[src/rtl/tsr_pkg.sv]
// tsr_pkg: shared types and constants of the stream reassembler
// used by the controller, the datapath and the top level; no dependencies
package tsr_pkg;

  localparam int unsigned TSR_DEPTH_DEF = 1024;
  localparam logic [10:0] TSR_WCAP_RST  = 11'd1024;
  localparam logic [2:0]  TSR_REG_WCAP  = 3'd0;

  typedef enum logic [3:0] {
    ST_CLR,
    ST_IDLE,
    ST_PUSH_RD,
    ST_PUSH_WR,
    ST_WALK_RD,
    ST_WALK_CHK,
    ST_RD,
    ST_RD_DATA,
    ST_FIN
  } tsr_state_t;

  typedef struct packed {
    logic clr_step;
    logic latch;
    logic pres_rd_push;
    logic push_wr;
    logic walk_take;
    logic rd_take;
    logic fin_load;
  } tsr_cmd_t;

  typedef struct packed {
    logic req_rd;
    logic in_win;
    logic asm_pend;
    logic walk_ok;
    logic walk_ok_next;
    logic present;
    logic clr_last;
    logic out_free;
  } tsr_sts_t;

endpackage

[src/rtl/tsr_ctrl.sv]
// tsr_ctrl: sequencer for clear sweep, push, assembly walk and read
// depends on tsr_pkg
module tsr_ctrl
  import tsr_pkg::*;
(
  input  logic     clk,
  input  logic     rst,
  input  logic     in_fire,
  input  tsr_sts_t sts,
  output logic     in_ready,
  output tsr_cmd_t cmd
);

  tsr_state_t state, state_next;

  always_ff @(posedge clk) begin
    if (rst) begin
      state <= ST_CLR;
    end else begin
      state <= state_next;
    end
  end

  always_comb begin
    state_next = state;
    cmd        = '0;
    in_ready   = 1'b0;
    case (state)
      ST_CLR: begin
        cmd.clr_step = 1'b1;
        if (sts.clr_last) state_next = ST_IDLE;
      end
      ST_IDLE: begin
        in_ready = 1'b1;
        if (in_fire) begin
          cmd.latch  = 1'b1;
          state_next = ST_PUSH_RD;
        end
      end
      ST_PUSH_RD: begin
        if (sts.req_rd) begin
          state_next = ST_RD;
        end else if (sts.in_win) begin
          cmd.pres_rd_push = 1'b1;
          state_next       = ST_PUSH_WR;
        end else begin
          state_next = ST_FIN;
        end
      end
      ST_PUSH_WR: begin
        cmd.push_wr = 1'b1;
        state_next  = ST_WALK_RD;
      end
      ST_WALK_RD: begin
        state_next = sts.walk_ok ? ST_WALK_CHK : ST_FIN;
      end
      ST_WALK_CHK: begin
        if (sts.present) begin
          cmd.walk_take = 1'b1;
          if (!sts.walk_ok_next) state_next = ST_FIN;
        end else begin
          state_next = ST_FIN;
        end
      end
      ST_RD: begin
        state_next = sts.asm_pend ? ST_RD_DATA : ST_FIN;
      end
      ST_RD_DATA: begin
        cmd.rd_take = 1'b1;
        state_next  = ST_FIN;
      end
      ST_FIN: begin
        if (sts.out_free) begin
          cmd.fin_load = 1'b1;
          state_next   = ST_IDLE;
        end
      end
      default: state_next = ST_IDLE;
    endcase
  end

endmodule

[config.mk]
export PLATFORM = sky130hd
export DESIGN_NAME = tsr_ctrl
export DESIGN_NICKNAME = d
export VERILOG_FILES = /design/src/rtl/tsr_pkg.sv /design/src/rtl/tsr_ctrl.sv
export SDC_FILE = /design/constraint.sdc
export NUM_CORES = 1
export LEC_CHECK = 0
export BUFFER_PORTS_ARGS = -buffer_cell sky130_fd_sc_hd__buf_2
export CAP_MARGIN = 10
export CORE_AREA = 3 3 40 42
export DETAILED_ROUTE_END_ITERATION = 6
export DIE_AREA = 0 0 43 45
export GPL_TIMING_DRIVEN = 0
export SYNTH_ARGS = -nofsm -noshare
export SYNTH_HDL_FRONTEND = slang
export SYNTH_SLANG_ARGS = --single-unit
[constraint.sdc]
create_clock -name clk -period 2.29 [get_ports clk]
set_clock_uncertainty 0.1 [all_clocks]
set_input_delay 0.1145 -clock clk [delete_from_list [all_inputs] [get_ports clk]]
set_output_delay 0.1145 -clock clk [all_outputs]
set_load 0.05 [all_outputs]
# ---- Word-level counts from Yosys, hierarchy flattened
# Cells that the tools add are included.
dict set report op_classes {
  add_sub_neg 0
  n_mul 0
  n_div 0
  magnitude_cmp 0
  n_eq_ne 12
  shifts 0
  muxes 23
  bitwise_logic 0
  n_reduce_logical 2
}
# operator count
set op_table {}
lappend op_table {{$mux W4} 9}
lappend op_table {{$pmux W4 S9} 1}
lappend op_table {{$eq A4 B3 Y1 const B} 4}
lappend op_table {{$mux W1} 13}
lappend op_table {{$eq A4 B2 Y1 const B} 2}
lappend op_table {{$ne A2 B2 Y1 const B} 3}
lappend op_table {{$eq A4 B1 Y1 const B} 1}
lappend op_table {{$eq A4 B4 Y1 const B} 1}
lappend op_table {{$logic_not A4 Y1} 1}
lappend op_table {{$reduce_and A4 Y1} 1}
lappend op_table {{$ne A3 B3 Y1 const B} 1}
dict set report word_totals {
  regBits 4
  latchBits 0
  ramBits 0
  rom_bits 0
  in_bits 11
  out_inout_bits 8
  wordCells 38
  n_memories 0
}

# ---- Logic depth before layout (Yosys ltp)
# Gate-level depths: netlist of the first run.
dict set report depth {
  word_depth 3
  depth_mapped 5
  mapped_depth_nobuf 4
}

# ---- Worst setup path before layout of the first run
# Ideal clock, no wire load.
dict set report synth_path {
  path_kind {reg2out}
  from {reg state[0]}
  to {out cmd[5] (netlist name)}
  arrival_ns 2.291
  t_required_ns 2.076
  setup_slack_ns -0.216
  stages_incl_launch_ff 5
  path_cell_list {dfxtp_1 > buf_2 > nand2b_1 > nor3_1 > and2_1}
}
# item line
set synth_lines {}
lappend synth_lines {{start, declared} tsr_ctrl.sv:14} ;# tsr_state_t state, state_next;
lappend synth_lines {{start signal, assigned} tsr_ctrl.sv:20} ;# state <= state_next;
lappend synth_lines {{end, declared} tsr_ctrl.sv:11} ;# output tsr_cmd_t cmd

==> results of run 1 <==
-- metrics by stage --
step                util, %  total power [mW]  area (um2)  hold slack [ps]
finish                 41.2             0.655         529             55.4
global route           41.2             0.715         529             78.9
CTS                    41.2             0.663         529             54.1
detailed placement     38.7             0.573         497              225
global placement       38.7             0.573         497              233
floorplan                 -             0.482         388             86.6
-- how the worst max path moves through the flow --
stage / to / slack (ps) / depth (start not counted)
after floorplan: cmd[4] / 40 / 2
after global placement: state[1]$_SDFFE_PP0P_ / 760 / 4
after detailed placement: state[1]$_SDFFE_PP0P_ / 760 / 4
after CTS: cmd[0] / 570 / 4
after global routing: cmd[0] / 420 / 4
final: cmd[0] / 580 / 3
-- routing by layer --
metal  vias up  part of all wire [%]  GRT usage, %
li1        227                     -             -
met1       188                    46          13.5
met2        11                    48          17.7
met3         0                   5.5          3.59
met4         0                     0          5.42
met5         -                     0             0
-- cell families (layout without fill, tap and decap cells) --
family	after synthesis	count (layout)	synth area share (%)
AOI/OAI and AO/OA	11	11	23.2
buffers and inverters	5	27	7.52
DFF	4	4	20.9
muxes	3	3	8.17
and+or+nand+nor	26	26	40.2
-- cell type report --
class | instances | area [um2] | area share [%]
Multi-Input combinational cell | 40 | 279 | 52.7
Timing Repair Buffer | 19 | 100 | 18.9
Sequential cell | 4 | 80.1 | 15.1
Clock buffer | 3 | 22.5 | 4.26
Buffer | 3 | 21.3 | 4.02
Tap cell | 15 | 18.8 | 3.55
Inverter | 2 | 7.51 | 1.42
-- cell usage after synthesis, drive strengths merged (2+ instances only) --
cell    n  area share [%]
and2    2             3.3
buf     3             5.6
dfxtp   4              21
inv     2             2.0
mux2i   2             5.2
nand2   4             3.9
nand2b  5              10
nor2    6             5.9
nor3    2             2.6
nor4    3             4.9
o21ai   2             3.6
-- worst reg2reg max path, stage by stage (launching register included) --
cell     delay, ps
dfxtp_1        400
buf_2          240
mux2_2         350
o22a_1         180
nor4_1         170
-- where the power goes --
group / internal, mW / switching [mW]
Sequential: 0.0935 / 0.0349
Combinational: 0.160 / 0.282
Clock: 0.0585 / 0.0264
==> results.tsv, run 1 <==
metric	value	unit
CTS tree	yes	
r2r setup slk	750	ps
Worst path slowest cell	dfxtp_1	
GRT overflow	0	
Hold Buf Count CTS	1	
Die Area	1940	um2
fin crit share	74.7	%
ys async rst share	0	%
core footprint	1280	um2
Clk pin slew, worst setup/hold paths	30	ps
final hold viol count	0	
number of enable flip-flop cells after synthesis	0	
cells after synthesis	49	
post-synthesis sequential element count	4	
Worst Setup Start Kind	flop	
# setup viols final	0	
worst reg2reg path endpoint	state[1]$_SDFFE_PP0P_	
GPL Wtd Cong	0.738	
first-pass GRT wire length	1600	um
Reg with most FFs	state	
commonest non-fill, non-tap cell in the layout	buf_2	
CP startpoint	state[3]$_SDFFE_PP0P_	
DIE WIDTH	43	um
Largest stage delay, worst path	460	ps
crit path max fanout	8	
status	finished, final reports clean	
drt wl/cell	10.7	um
# DRC	0	
Filler Cells Inserted	145	
Row Count	13	
crit path buf inv count	1	
vias in the first global route	412	
worst hold stages	3	
clk sink count	4	
Synth cell types	28	
initial antenna violation count	0	
setup slack at placement	762	ps
Seq/Total Area, Yosys	20.9	%
Port Buffers	18	
remaining antenna violation count	0	
fin cells	86	
largest net degree at the start of global routing	11	
Slew headroom	75.1	%
Placed Cells incl. Taps	82	
Max clock buf depth	2	
GRT Overall Usage	11.1	%
RSZ-0062 raised after global routing	no	
Post-Synthesis Net Count	60	
Max-Cap Viols	0	
post-synthesis cell area	383	um2
critical path required time	2080	ps
I/O pin count	19	
Cell Pwr Density	1240	nW/um2
setup TNS	0	ps
starting DRC count in detailed routing	0	
Hold EP	state[2]$_SDFFE_PP0P_	
static leakage	0.233	nW
Slew Limit Fails	0	
Die H	45	um
final worst slack	579	ps
crit end category	output pin	
initial core utilization	29.8	%
routed vias/inst	4.95	
clock latency on the worst-skew pair	230	ps
CP arrival	1500	ps
Vias	426	
Clk Tree Root Cell	clkbuf_4	
Detailed Routing Iterations Pass 1	1	
Num CTS Buffers	3	
WS Path Type	flop to output pin	
Peak Freq	585	MHz
final wirelength	920	um
H-tree levels	1	
worst-case reg-to-reg path depth	4	
layout cell share with drive strength beyond 1	40.8	%
slew at the pin closest to its max-slew limit	368	ps
syn_area_per_cell	7.81	um2
HPWL after DPL	760	um
most common flop cell mapped by yosys	dfxtp_1	
antenna cells	0	
Crit path max-delay family	simple AND/OR/NAND/NOR gates	
post-CTS sizing	0	
R2R Path Start	state[0]$_SDFFE_PP0P_	
VDD IR max	388	uV
worst-path cell chain	nor4b_1 -> and2_1 -> buf_2	
commonest non-fill, non-tap cells in the layout	buf_2, nor2_1, nand2b_1, nand2_1, dfxtp_1	
max FFs per register	4	
largest registers	state: 4 flops	
# Post-CTS Setup Buffers	0	
# nets final	84	
Syn. warnings	0	
Hold Path Origin	sts[3]	
area delta synth->final	38.2	%
Worst Hold Class	primary input to flop	
crit path time final	1710	ps
Power figures use the tool's default switching activity.
==> run 2: changes to the inputs <==
- clock period: 2.29 -> 1.6 ns (I/O delays scaled with it)
==> run 2 against run 1 <==
- non-clock buffer count did not move
- setup slack got worse by 480 ps
- largest power group unchanged
- critical path type unchanged
- sequential power rose by 60%
- critical endpoint unchanged
- routed wire length rose by 6.3%
- global-route usage fell by 0.083 points
==> results.tsv, run 2 (synthesized netlist as in run 1, its figures left out) <==
metric	value	unit	change
status	finished, final reports clean		unchanged
Die H	45	um	unchanged
Max-Cap Viols	0		unchanged
worst reg2reg path endpoint	state[3]$_SDFFE_PP0P_		was state[1]$_SDFFE_PP0P_
# nets final	84		unchanged
DIE WIDTH	43	um	unchanged
Num CTS Buffers	3		unchanged
H-tree levels	1		unchanged
r2r setup slk	120	ps	was 750 ps
Placed Cells incl. Taps	82		unchanged
layout cell share with drive strength beyond 1	54.9	%	was 40.8%
worst-path cell chain	buf_6 -> nor4b_4 -> and2_1 -> buf_4		was nor4b_1 -> and2_1 -> buf_2
static leakage	0.241	nW	was 0.233 nW
Clk Tree Root Cell	clkbuf_4		unchanged
RSZ-0062 raised after global routing	no		unchanged
CP arrival	1320	ps	was 1500 ps
crit path max fanout	10		was 8
crit end category	output pin		unchanged
fin crit share	94.0	%	
Peak Freq	665	MHz	
Levels on crit path	4		was 3
GRT Overall Usage	11.0	%	was 11.1%
CP endpoint	cmd[0]		unchanged
slew at the pin closest to its max-slew limit	243	ps	was 368 ps
drt wl/cell	11.4	um	was 10.7 um
Filler Cells Inserted	134		was 145
I/O pin count	19		unchanged
Max clock buf depth	2		unchanged
crit path time final	1500	ps	
Worst path slowest cell	dfxtp_1		unchanged
switching portion of total power	51.5	%	was 52.4%
# DRC	0		unchanged
area delta synth->final	56.2	%	was 38.2%
GPL Wtd Cong	0.778		was 0.738
largest net degree at the start of global routing	11		unchanged
Largest stage delay, worst path	340	ps	was 460 ps
clk sink count	4		unchanged
VDD IR max	618	uV	was 388 uV
Slew Limit Fails	0		unchanged
# Post-CTS Setup Buffers	0		unchanged
Row Count	13		unchanged
initial core utilization	29.8	%	unchanged
final wirelength	978	um	was 920 um
starting DRC count in detailed routing	6		was 0
Worst Hold Class	primary input to flop		unchanged
Slew headroom	83.3	%	was 75.1%
final hold viol count	0		unchanged
first-pass GRT wire length	1640	um	was 1600 um
CP startpoint	state[1]$_SDFFE_PP0P_		was state[3]$_SDFFE_PP0P_
WS Path Type	flop to output pin		unchanged
register area	83.8	um2	was 80.1 um2
crit path buf inv count	2		was 1
CTS tree	yes		unchanged
Final Cell Area	598	um2	was 529 um2
Multi-input gate area	330	um2	was 279 um2
core footprint	1280	um2	unchanged
R2R Path Start	state[3]$_SDFFE_PP0P_		was state[0]$_SDFFE_PP0P_
vias in the first global route	387		was 412
final core occ	46.5	%	was 41.2%
Sequential Power Share	19.3	%	was 19.6%
commonest non-fill, non-tap cell in the layout	buf_2		unchanged
worst-case reg-to-reg path depth	4		unchanged
GRT overflow	0		unchanged
Detailed Routing Iterations Pass 1	4		was 1
# setup viols final	0		unchanged
antenna cells	0		unchanged
Port Buffers	18		unchanged
Die Area	1940	um2	unchanged
Combinational Power Share	68.9	%	was 67.4%
Internal	515	uW	was 312 uW
critical path required time	1420	ps	was 2080 ps
HPWL after DPL	794	um	was 760 um
initial antenna violation count	0		unchanged
DP Area	519	um2	was 497 um2
Vias	442		was 426
Reg with most FFs	state		unchanged
max FFs per register	4		unchanged
fin cells	86		unchanged
remaining antenna violation count	0		unchanged
Sw Pwr	546	uW	was 343 uW
Cell Pwr Density	1770	nW/um2	was 1240 nW/um2
Clk pwr share	11.8	%	was 13.0%
largest registers	state: 4 flops		unchanged
Clk pin slew, worst setup/hold paths	40	ps	was 30 ps
clock latency on the worst-skew pair	230	ps	about the same
Worst Setup Start Kind	flop		unchanged
commonest non-fill, non-tap cells in the layout	buf_2, nor2_1, nand2_1		was buf_2, nor2_1, nand2b_1, nand2_1, dfxtp_1
routed vias/inst	5.14		was 4.95
Crit path max-delay family	simple AND/OR/NAND/NOR gates		unchanged
[run 2: worst min path at each step]
stage / depth (start not counted) / from / end
floorplan: 1 / rst / state[0]$_SDFFE_PP0P_
global placement: 2 / rst / state[2]$_SDFFE_PP0P_
detailed placement: 2 / rst / state[0]$_SDFFE_PP0P_
CTS: 3 / sts[3] / state[2]$_SDFFE_PP0P_
global route: 3 / sts[3] / state[2]$_SDFFE_PP0P_
finish: 3 / sts[3] / state[2]$_SDFFE_PP0P_
[run 2: worst reg2reg max path: stages (launching register included)]
cell and delay, ps:
dfxtp_2 370, nand2b_4 170, or4_1 410, o2111ai_1 190, and3b_1 170
[run 2: metrics by stage]
stage          setup slack [ps]  hold WS, ps  TNS (ps)  total power, mW
4_1_cts                    8.29         22.5         0             1.02
3_5_place_dp               42.8          197         0            0.861
3_3_place_gp               49.2          196         0            0.857
6_report                   95.2         18.7         0             1.06
2_1_floorplan              -107         52.1      -192            0.726
5_1_grt                    12.8         81.6         0             1.15
[run 2: layout make-up]
cell class	count	area share, %
Buffer	3	4.39
Timing Repair Buffer	19	18.2
Inverter	2	1.26
Clock buffer	3	3.77
Sequential cell	4	14.0
Multi-Input combinational cell	40	55.2
Tap cell	15	3.14
[run 2: timing repair]
action,CTS,global route
resized for setup,7,5
endpoints found under the setup margin,3,2
hold buffers,1,0
hold endpoints to repair,3,0
[run 2: routing by layer]
layer	global-route usage [%]	up-vias	part of all wire [%]	wire [um]
met3	0.398	2	5.9	58
met2	18.9	13	49	479
met4	5.42	0	1.7	17
met5	0	-	0	0
met1	14.2	197	43	423
li1	-	230	-	-
[run 2: power by group through the flow]
stage / Combinational [mW] / Sequential (mW) / Clock, mW
2_1_floorplan: 0.549 / 0.177 / 0
3_3_place_gp: 0.666 / 0.191 / 0
3_5_place_dp: 0.671 / 0.190 / 0
4_1_cts: 0.695 / 0.197 / 0.125
5_1_grt: 0.800 / 0.214 / 0.132
6_report: 0.731 / 0.205 / 0.125
